===== config.mk =====
export PLATFORM = sky130hd
export DESIGN_NAME = two_wire_sensor_measure_master_unit
export DESIGN_NICKNAME = d
export VERILOG_FILES = /design/src/rtl/twsm_pkg.sv /design/src/rtl/two_wire_sensor_measure_master_unit.sv /design/src/rtl/twsm_cfg_regs.sv /design/src/rtl/twsm_seq.sv
export SDC_FILE = /design/constraint.sdc
export NUM_CORES = 1
export LEC_CHECK = 0
export ABC_AREA = 1
export BUFFER_PORTS_ARGS = -buffer_cell sky130_fd_sc_hd__buf_4
export CORE_AREA = 3 3 152 154
export CTS_BUF_LIST = sky130_fd_sc_hd__clkbuf_8
export DETAILED_ROUTE_END_ITERATION = 10
export DIE_AREA = 0 0 155 157
export PLACE_DENSITY_LB_ADDON = 0.3
export SLEW_MARGIN = 0
export SYNTH_ARGS = -nofsm -noshare
export SYNTH_HDL_FRONTEND = slang
export SYNTH_SLANG_ARGS = --single-unit

===== constraint.sdc =====
create_clock -name i_clk -period 2.7 [get_ports i_clk]
set_clock_uncertainty 0.2 [all_clocks]
set_input_delay 0.27 -clock i_clk [delete_from_list [all_inputs] [get_ports i_clk]]
set_output_delay 0.27 -clock i_clk [all_outputs]
set_load 0.01 [all_outputs]

===== src/rtl/twsm_pkg.sv =====
// shared types, codes and level tables for the two-wire sensor measure master
package twsm_pkg;

    localparam int unsigned CFG_IDX_W   = 1;
    localparam int unsigned CFG_DATA_W  = 16;
    localparam logic [3:0]  RESET_PULSES = 4'd9;
    localparam logic [3:0]  BYTE_BITS    = 4'd8;
    localparam logic [15:0] TIMEOUT_RST  = 16'd55535;
    localparam logic [7:0]  PHASE_RST    = 8'd1;

    typedef enum logic [CFG_IDX_W-1:0] {
        CFG_TIMEOUT = 1'b0,
        CFG_PHASE   = 1'b1
    } t_cfg_idx;

    typedef enum logic [5:0] {
        ST_IDLE    = 6'd0,
        ST_RST_PRE = 6'd1,
        ST_RST_HI  = 6'd2,
        ST_RST_LO  = 6'd3,
        ST_START0  = 6'd4,
        ST_START1  = 6'd5,
        ST_START2  = 6'd6,
        ST_START3  = 6'd7,
        ST_START4  = 6'd8,
        ST_START5  = 6'd9,
        ST_START6  = 6'd10,
        ST_WR_SET  = 6'd11,
        ST_WR_HI   = 6'd12,
        ST_ACK_SET = 6'd13,
        ST_ACK_HI  = 6'd14,
        ST_ACK_LO  = 6'd15,
        ST_WAIT    = 6'd16,
        ST_RD1_SET = 6'd17,
        ST_RD1_HI  = 6'd18,
        ST_RA1_SET = 6'd19,
        ST_RA1_HI  = 6'd20,
        ST_RA1_LO  = 6'd21,
        ST_RD2_SET = 6'd22,
        ST_RD2_HI  = 6'd23,
        ST_RA2_SET = 6'd24,
        ST_RA2_HI  = 6'd25,
        ST_RA2_LO  = 6'd26
    } t_step;

    typedef struct packed {
        logic       start_req;
        logic [7:0] command;
        logic       begin_with_reset;
        logic       data_in;
    } t_in_word;

    typedef struct packed {
        logic        sck;
        logic        data_out;
        logic        busy_res;
        logic        done_res;
        logic [15:0] reading;
        logic        no_ack;
        logic        timed_out;
    } t_out_word;

    typedef struct packed {
        logic [15:0] timeout_ticks;
        logic [7:0]  phase_ticks;
    } t_cfg;

    // clock level per phased step
    function automatic logic sck_level(input t_step s);
        logic lvl;
        case (s)
            ST_RST_HI, ST_START1, ST_START2, ST_START4, ST_START5, ST_WR_HI,
            ST_ACK_HI, ST_RD1_HI, ST_RA1_HI, ST_RD2_HI, ST_RA2_HI: lvl = 1'b1;
            default: lvl = 1'b0;
        endcase
        return lvl;
    endfunction

    // data level per phased step
    function automatic logic dat_level(input t_step s);
        logic lvl;
        case (s)
            ST_START2, ST_START3, ST_START4, ST_RA1_SET, ST_RA1_HI: lvl = 1'b0;
            default: lvl = 1'b1;
        endcase
        return lvl;
    endfunction

endpackage


===== src/rtl/two_wire_sensor_measure_master_unit.sv =====
// top level of the two-wire sensor measure master
//
// usage:
//   each input word is one tick of bus timing: start request, command byte,
//   reset-first flag and the sampled data line level
//   each accepted input word yields exactly one output word: the clock and
//   data levels for that tick, busy and done, the shift register contents
//   and the no-acknowledge and timeout flags
//   the sequencer state advances once per accepted word and the result sits
//   in an output register, valid in the cycle after the word is taken, and a
//   word is taken every cycle while the output side keeps up
//   a word can be accepted while the previous result waits, as long as the
//   output register is drained in the same cycle; when the receiver stalls
//   with a result held, the input is stalled and the held word is kept
//   reset (synchronous, active low) returns the sequencer to idle, clears the
//   flags and reading, empties the output register and loads the timeout
//   register with 55535 and the phase register with 1; configuration writes
//   take effect at the next edge; the user makes them while idle, unchecked
module two_wire_sensor_measure_master_unit (
    input  logic                               i_clk,
    input  logic                               i_rst_n,
    input  logic                               i_cfg_we,
    input  logic [twsm_pkg::CFG_IDX_W-1:0]     i_cfg_idx,
    input  logic [twsm_pkg::CFG_DATA_W-1:0]    i_cfg_data,
    input  logic                               i_in_valid,
    output logic                               o_in_stall,
    input  twsm_pkg::t_in_word                 i_in_word,
    output logic                               o_out_valid,
    input  logic                               i_out_stall,
    output twsm_pkg::t_out_word                o_out_word
);

    twsm_pkg::t_cfg      cfg;
    twsm_pkg::t_out_word res;
    twsm_pkg::t_out_word r_out;
    logic                r_out_valid;
    logic                adv;

    twsm_cfg_regs u_cfg (
        .i_clk      (i_clk),
        .i_rst_n    (i_rst_n),
        .i_cfg_we   (i_cfg_we),
        .i_cfg_idx  (i_cfg_idx),
        .i_cfg_data (i_cfg_data),
        .o_cfg      (cfg)
    );

    twsm_seq u_seq (
        .i_clk   (i_clk),
        .i_rst_n (i_rst_n),
        .i_adv   (adv),
        .i_word  (i_in_word),
        .i_cfg   (cfg),
        .o_res   (res)
    );

    assign o_in_stall = r_out_valid & i_out_stall;
    assign adv        = i_in_valid & ~o_in_stall;

    always_ff @(posedge i_clk) begin
        if (!i_rst_n) begin
            r_out_valid <= 1'b0;
        end else if (adv) begin
            r_out_valid <= 1'b1;
        end else if (!i_out_stall) begin
            r_out_valid <= 1'b0;
        end
    end

    always_ff @(posedge i_clk) begin
        if (adv) begin
            r_out <= res;
        end
    end

    assign o_out_valid = r_out_valid;
    assign o_out_word  = r_out;

endmodule


===== src/rtl/twsm_cfg_regs.sv =====
// configuration registers for timeout and phase length
module twsm_cfg_regs (
    input  logic                               i_clk,
    input  logic                               i_rst_n,
    input  logic                               i_cfg_we,
    input  logic [twsm_pkg::CFG_IDX_W-1:0]     i_cfg_idx,
    input  logic [twsm_pkg::CFG_DATA_W-1:0]    i_cfg_data,
    output twsm_pkg::t_cfg                     o_cfg
);

    twsm_pkg::t_cfg r_cfg;
    twsm_pkg::t_cfg n_cfg;

    always_comb begin
        n_cfg = r_cfg;
        if (i_cfg_we) begin
            case (twsm_pkg::t_cfg_idx'(i_cfg_idx))
                twsm_pkg::CFG_TIMEOUT: n_cfg.timeout_ticks = i_cfg_data;
                twsm_pkg::CFG_PHASE:   n_cfg.phase_ticks   = i_cfg_data[7:0];
                default:               n_cfg = r_cfg;
            endcase
        end
    end

    always_ff @(posedge i_clk) begin
        if (!i_rst_n) begin
            r_cfg.timeout_ticks <= twsm_pkg::TIMEOUT_RST;
            r_cfg.phase_ticks   <= twsm_pkg::PHASE_RST;
        end else begin
            r_cfg <= n_cfg;
        end
    end

    assign o_cfg = r_cfg;

endmodule


===== src/rtl/twsm_seq.sv =====
// bus sequencer: one tick of clock and data timing per accepted word
module twsm_seq (
    input  logic                  i_clk,
    input  logic                  i_rst_n,
    input  logic                  i_adv,
    input  twsm_pkg::t_in_word    i_word,
    input  twsm_pkg::t_cfg        i_cfg,
    output twsm_pkg::t_out_word   o_res
);

    twsm_pkg::t_step r_step, n_step;
    logic [3:0]  r_bit, n_bit;
    logic [15:0] r_shift, n_shift;
    logic [7:0]  r_cmd, n_cmd;
    logic [7:0]  r_phase, n_phase;
    logic [15:0] r_wait, n_wait;
    logic        r_retry, n_retry;
    logic [1:0]  r_flags, n_flags;

    logic [7:0]  plen;
    logic [7:0]  phase_inc;
    logic [15:0] wait_inc;
    logic [3:0]  bit_inc;
    logic        d;

    always_comb begin
        n_step    = r_step;
        n_bit     = r_bit;
        n_shift   = r_shift;
        n_cmd     = r_cmd;
        n_phase   = r_phase;
        n_wait    = r_wait;
        n_retry   = r_retry;
        n_flags   = r_flags;
        d         = i_word.data_in;
        plen      = (i_cfg.phase_ticks == 8'd0) ? 8'd1 : i_cfg.phase_ticks;
        phase_inc = r_phase + 8'd1;
        wait_inc  = r_wait + 16'd1;
        bit_inc   = r_bit + 4'd1;
        o_res     = '0;
        o_res.data_out = 1'b1;

        case (r_step)
            twsm_pkg::ST_IDLE: begin
                if (i_word.start_req) begin
                    n_cmd   = i_word.command;
                    n_retry = 1'b0;
                    n_flags = 2'b00;
                    n_bit   = 4'd0;
                    n_phase = 8'd0;
                    n_wait  = 16'd0;
                    n_step  = i_word.begin_with_reset ? twsm_pkg::ST_RST_PRE
                                                      : twsm_pkg::ST_START0;
                    o_res.busy_res = 1'b1;
                end
            end
            twsm_pkg::ST_WAIT: begin
                o_res.busy_res = 1'b1;
                if (!d) begin
                    n_bit   = 4'd0;
                    n_phase = 8'd0;
                    n_step  = twsm_pkg::ST_RD1_SET;
                end else begin
                    n_wait = wait_inc;
                    if (wait_inc >= i_cfg.timeout_ticks || wait_inc == 16'd0) begin
                        n_flags[1] = 1'b1;
                        n_bit      = 4'd0;
                        n_phase    = 8'd0;
                        n_step     = twsm_pkg::ST_RD1_SET;
                    end
                end
            end
            default: begin
                if (r_step <= twsm_pkg::ST_RA2_LO) begin
                    o_res.busy_res = 1'b1;
                    o_res.sck      = twsm_pkg::sck_level(r_step);
                    o_res.data_out = twsm_pkg::dat_level(r_step);
                    if (r_step == twsm_pkg::ST_WR_SET || r_step == twsm_pkg::ST_WR_HI) begin
                        o_res.data_out = r_cmd[3'd7 - r_bit[2:0]];
                    end
                    n_phase = phase_inc;
                    if (phase_inc >= plen || phase_inc == 8'd0) begin
                        n_phase = 8'd0;
                        // end of phase
                        case (r_step)
                            twsm_pkg::ST_RST_PRE: begin
                                n_bit  = 4'd0;
                                n_step = twsm_pkg::ST_RST_HI;
                            end
                            twsm_pkg::ST_RST_HI: n_step = twsm_pkg::ST_RST_LO;
                            twsm_pkg::ST_RST_LO: begin
                                n_bit  = bit_inc;
                                n_step = (bit_inc >= twsm_pkg::RESET_PULSES)
                                         ? twsm_pkg::ST_START0 : twsm_pkg::ST_RST_HI;
                            end
                            twsm_pkg::ST_START6: begin
                                n_bit  = 4'd0;
                                n_step = twsm_pkg::ST_WR_SET;
                            end
                            twsm_pkg::ST_WR_SET: n_step = twsm_pkg::ST_WR_HI;
                            twsm_pkg::ST_WR_HI: begin
                                n_bit  = bit_inc;
                                n_step = (bit_inc >= twsm_pkg::BYTE_BITS)
                                         ? twsm_pkg::ST_ACK_SET : twsm_pkg::ST_WR_SET;
                            end
                            twsm_pkg::ST_ACK_SET: n_step = twsm_pkg::ST_ACK_HI;
                            twsm_pkg::ST_ACK_HI: begin
                                n_flags[0] = d;
                                n_step     = twsm_pkg::ST_ACK_LO;
                            end
                            twsm_pkg::ST_ACK_LO: begin
                                if (r_flags[0] && !r_retry) begin
                                    n_retry    = 1'b1;
                                    n_flags[0] = 1'b0;
                                    n_step     = twsm_pkg::ST_RST_PRE;
                                end else begin
                                    n_wait = 16'd0;
                                    n_step = twsm_pkg::ST_WAIT;
                                end
                            end
                            twsm_pkg::ST_RD1_SET: n_step = twsm_pkg::ST_RD1_HI;
                            twsm_pkg::ST_RD2_SET: n_step = twsm_pkg::ST_RD2_HI;
                            twsm_pkg::ST_RD1_HI, twsm_pkg::ST_RD2_HI: begin
                                n_shift = {r_shift[14:0], d};
                                n_bit   = bit_inc;
                                if (bit_inc >= twsm_pkg::BYTE_BITS) begin
                                    n_step = (r_step == twsm_pkg::ST_RD1_HI)
                                             ? twsm_pkg::ST_RA1_SET : twsm_pkg::ST_RA2_SET;
                                end else begin
                                    n_step = (r_step == twsm_pkg::ST_RD1_HI)
                                             ? twsm_pkg::ST_RD1_SET : twsm_pkg::ST_RD2_SET;
                                end
                            end
                            twsm_pkg::ST_RA1_LO: begin
                                n_bit  = 4'd0;
                                n_step = twsm_pkg::ST_RD2_SET;
                            end
                            twsm_pkg::ST_RA2_LO: begin
                                n_step         = twsm_pkg::ST_IDLE;
                                o_res.done_res = 1'b1;
                            end
                            twsm_pkg::ST_START0, twsm_pkg::ST_START1, twsm_pkg::ST_START2,
                            twsm_pkg::ST_START3, twsm_pkg::ST_START4, twsm_pkg::ST_START5,
                            twsm_pkg::ST_RA1_SET, twsm_pkg::ST_RA1_HI,
                            twsm_pkg::ST_RA2_SET, twsm_pkg::ST_RA2_HI: begin
                                n_step = twsm_pkg::t_step'(6'(r_step) + 6'd1);
                            end
                            default: n_step = twsm_pkg::ST_IDLE;
                        endcase
                    end
                end else begin
                    n_step = twsm_pkg::ST_IDLE;
                end
            end
        endcase

        o_res.reading   = n_shift;
        o_res.no_ack    = n_flags[0];
        o_res.timed_out = n_flags[1];
    end

    always_ff @(posedge i_clk) begin
        if (!i_rst_n) begin
            r_step  <= twsm_pkg::ST_IDLE;
            r_bit   <= '0;
            r_shift <= '0;
            r_cmd   <= '0;
            r_phase <= '0;
            r_wait  <= '0;
            r_retry <= 1'b0;
            r_flags <= '0;
        end else if (i_adv) begin
            r_step  <= n_step;
            r_bit   <= n_bit;
            r_shift <= n_shift;
            r_cmd   <= n_cmd;
            r_phase <= n_phase;
            r_wait  <= n_wait;
            r_retry <= n_retry;
            r_flags <= n_flags;
        end
    end

endmodule

==> flow_metrics.env <==
export IMPL_drv_slew=0
export IMPL_endpoint_kind="flip-flop"
export IMPL_synth_mux_area_frac=0
export IMPL_clock_latency_ns=0.39
export IMPL_wl_per_cell_um=13.43
export IMPL_synth_xor_area_frac=0.005391
export IMPL_hpwl_mm=12.33
export IMPL_antennaDiodeCount=0
export IMPL_met1_usage=0.1812
export IMPL_drtIter0Drc=343
export IMPL_finalPower_mw=6.002
export IMPL_max_freq_mhz=351.3
export IMPL_ir_drop_mv=0.2890
export IMPL_synth_edff_count=22
export IMPL_leakagePower_nw=4.253
export IMPL_powerDensity_nw_per_um2=637.4
export IMPL_holdCritPathClass="in2reg"
export IMPL_syn_area_sq_um=6499
export IMPL_holdPathStages=7
export IMPL_first_pass_iters=5
export IMPL_start_util=0.2978
export IMPL_routabilityCongestion=0.8599
export IMPL_cp_required_ns=2.79
export IMPL_r2r_cells=16
export IMPL_rsz0062_at_grt="true"
export IMPL_hold_worst_slack_ns=0.1477
export IMPL_hold_violations=0
export IMPL_finalWirelength_mm=18.50
export IMPL_yosys_area_share_simple=0.2888
export IMPL_cts_buffer_depth=2
export IMPL_maxCapViolCount=0
export IMPL_crit_path_max_fanout=6
export IMPL_yosys_area_share_adder=0.06739
export IMPL_hp_start="i_in_word[1]"
export IMPL_track_usage=0.1445
export IMPL_synth_area_leaders="dfxtp_1 (26%), nand2_1 (12%), edfxtp_1 (10%), inv_1 (7.9%), ha_1 (6.7%)"
export IMPL_clock_sinks=108
export IMPL_final_area_sq_um=9417
export IMPL_synth_compound_area_frac=0.1635
export IMPL_die_w_um=155
export IMPL_yosysWarnings=0
export IMPL_grt_met2_usage=0.2557
export IMPL_synth_most_common_cell="nand2_1"
export IMPL_crit_path_start="u_seq.r_wait[0]"
export IMPL_ant_nets=0
export IMPL_grt_pass1_vias=6033
export IMPL_coreArea_sq_um=21820
export IMPL_ys_async_sr_fraction=0
export IMPL_num_vias=6486
export IMPL_min_period_over_period=1.054
export IMPL_period_needed_ns=2.846
export IMPL_area_delta_synth_final_pct=44.90
export IMPL_h_tree_depth=3
export IMPL_violations="setup timing"
export IMPL_drive_above_1_share=0.3534
export IMPL_top_usage_layer="met2"
export IMPL_grt_overflow=0
export IMPL_place_inst=1299
export IMPL_yosysTopAreaCell="dfxtp_1"
export IMPL_rr_startpoint="u_seq.r_wait[0]"
export IMPL_grt_met3_usage=0.02337
export IMPL_syn_inst=920
export IMPL_postSynthAreaPerCell_sq_um=7.064
export IMPL_drc=0
export IMPL_ff2ff_setup_slack_ns=-0.15
export IMPL_cts_tree="yes"
export IMPL_synth_top_family_by_area="simple AND/OR/NAND/NOR gates"
export IMPL_finish_utilization=0.4315
export IMPL_tightest_slew_ns=0.5604
export IMPL_synthDominantCellAreaShare=0.2649
export IMPL_io_buffers=56
export IMPL_synth_flop_cell="dfxtp_1"
export IMPL_die_y_um=157
export IMPL_stdcell_count=1378
export IMPL_r2r_end="u_seq.r_phase[6]"
export IMPL_synth_common_cells="nand2_1 (205), inv_1 (136), nor2_1 (95)"
export IMPL_pin_count=57
export IMPL_whs_endpoint="u_seq.r_step[0]"
export IMPL_ctsRootBufferMaster="clkbuf_8"
export IMPL_synth_seq_area_share=0.3666
export IMPL_cts_buffers=9
export IMPL_antenna_found_initial=0
export IMPL_clkTransAtPathRegs_ns=0.12
export IMPL_status="finished with violations"
export IMPL_rows=54
export IMPL_finalSetupViolations=51
export IMPL_grt_max_degree=44
export IMPL_routed_via_density=4.707
export IMPL_tns_ns=-4.014
export IMPL_yosysUniqueCellTypes=46
export IMPL_startpoint_type="flip-flop"
export IMPL_worst_setup_path_type="reg2reg"
export IMPL_relSlewSlack=0.6241
export IMPL_dpl_worst_slack_ns=-0.3571
export IMPL_fin_ws_ns=-0.1465
export IMPL_synth_seq_cells=108
export IMPL_dpl_instance_area_sq_um=7707
export IMPL_grt_pass1_wl_mm=29.04
export IMPL_synth_net_count=988
export IMPL_layout_nets=1161
export IMPL_critPathArrivalTime_ns=2.94
export IMPL_dieArea_sq_um=24340
-- routing by layer --
layer / up-vias / wire length (um)
met4: 0 / 327
li1: 3338 / -
met3: 25 / 649
met2: 125 / 9306
met5: - / 0
met1: 2998 / 8221
-- flip-flops by register name (all words and copies together), names as in the netlist --
signal,flops
u_seq.r_wait,16
u_seq.r_flags,2
u_seq.r_phase,8
u_seq.r_bit,4
u_seq.r_step,6
u_seq.r_shift,16
o_out_valid,1
o_out_word,22
u_seq.r_cmd,8
u_seq.r_retry,1
u_cfg.o_cfg,24
-- how the worst max path moves through the flow --
stage                        to  slack (ns)
2_1_floorplan  u_seq.r_phase[2]        0.03
3_3_place_gp   u_seq.r_phase[2]       -0.35
3_5_place_dp   u_seq.r_phase[2]       -0.36
4_1_cts          u_seq.r_bit[2]       -0.11
5_1_grt        u_seq.r_phase[6]       -0.36
6_report       u_seq.r_phase[6]       -0.15
-- layout make-up --
type                            instances  area [sq um]
Tap cell                              280         350.3
Inverter                              148         560.5
Multi-Input combinational cell        636          4219
Clock inverter                          7         66.31
Timing Repair Buffer                  190          1665
Clock buffer                            9         123.9
Sequential cell                       108          2431
Fill cell                            2191         12410
-- cell families (layout without fill, tap and decap cells) --
kind of cell / Yosys count / after routing
AOI/OAI and AO/OA: 175 / 175
and+or+nand+nor: 421 / 422
buffers and inverters: 177 / 354
adders and majority gates: 35 / 35
xor gates and xnor gates: 4 / 4
DFF: 108 / 108
-- placed cells by master, fill, tap and decap left out, types with 8 or more instances in the layout --
master,netlist,layout
dlygate4sd3_1,0,28
nand2_4,3,17
o21ai_2,14,10
o21ai_1,18,17
o21ai_4,0,14
nand2_2,16,52
nand4_1,22,22
ha_1,35,22
buf_6,3,13
dfxtp_1,86,69
a21oi_2,10,19
a21oi_1,58,49
nor2_4,2,14
nand2_1,205,155
inv_2,10,19
o21ai_0,43,34
clkbuf_8,0,9
dfxtp_4,0,11
nor2_2,5,10
ha_4,0,13
inv_1,136,125
buf_4,3,141
nand3_1,51,42
nand3_4,1,8
edfxtp_1,22,22
nor2_1,95,78
o211ai_1,18,18
-- timing repair --
action	in CTS	in global routing
setup buffers	16	16
endpoints found under the setup margin	71	71
hold buffers	28	0
endpoints found under the hold margin	33	0
pin swaps	36	54
gates cloned	3	2
gates resized for setup	105	128
-- report_power, final --
group          switching [mW]  internal (mW)
clock                   0.641          0.360
combinational            1.78           1.16
sequential              0.204           1.86
total                    2.63           3.38
-- critical path: stages, from the launching register on --
cell     delay (ns)
dfxtp_4        0.41
ha_4           0.18
nand2_2        0.08
nor2_4         0.14
nand4_1        0.11
nand2_1        0.10
inv_1          0.06
ha_1           0.28
nand2_2        0.06
nor2_4         0.09
nand2_2        0.08
nor4b_4        0.32
nor2_4         0.08
buf_6          0.13
nand3_4        0.11
nand3_1        0.12
a21oi_2        0.17
Note: power is estimated with default switching activity, not from simulation.
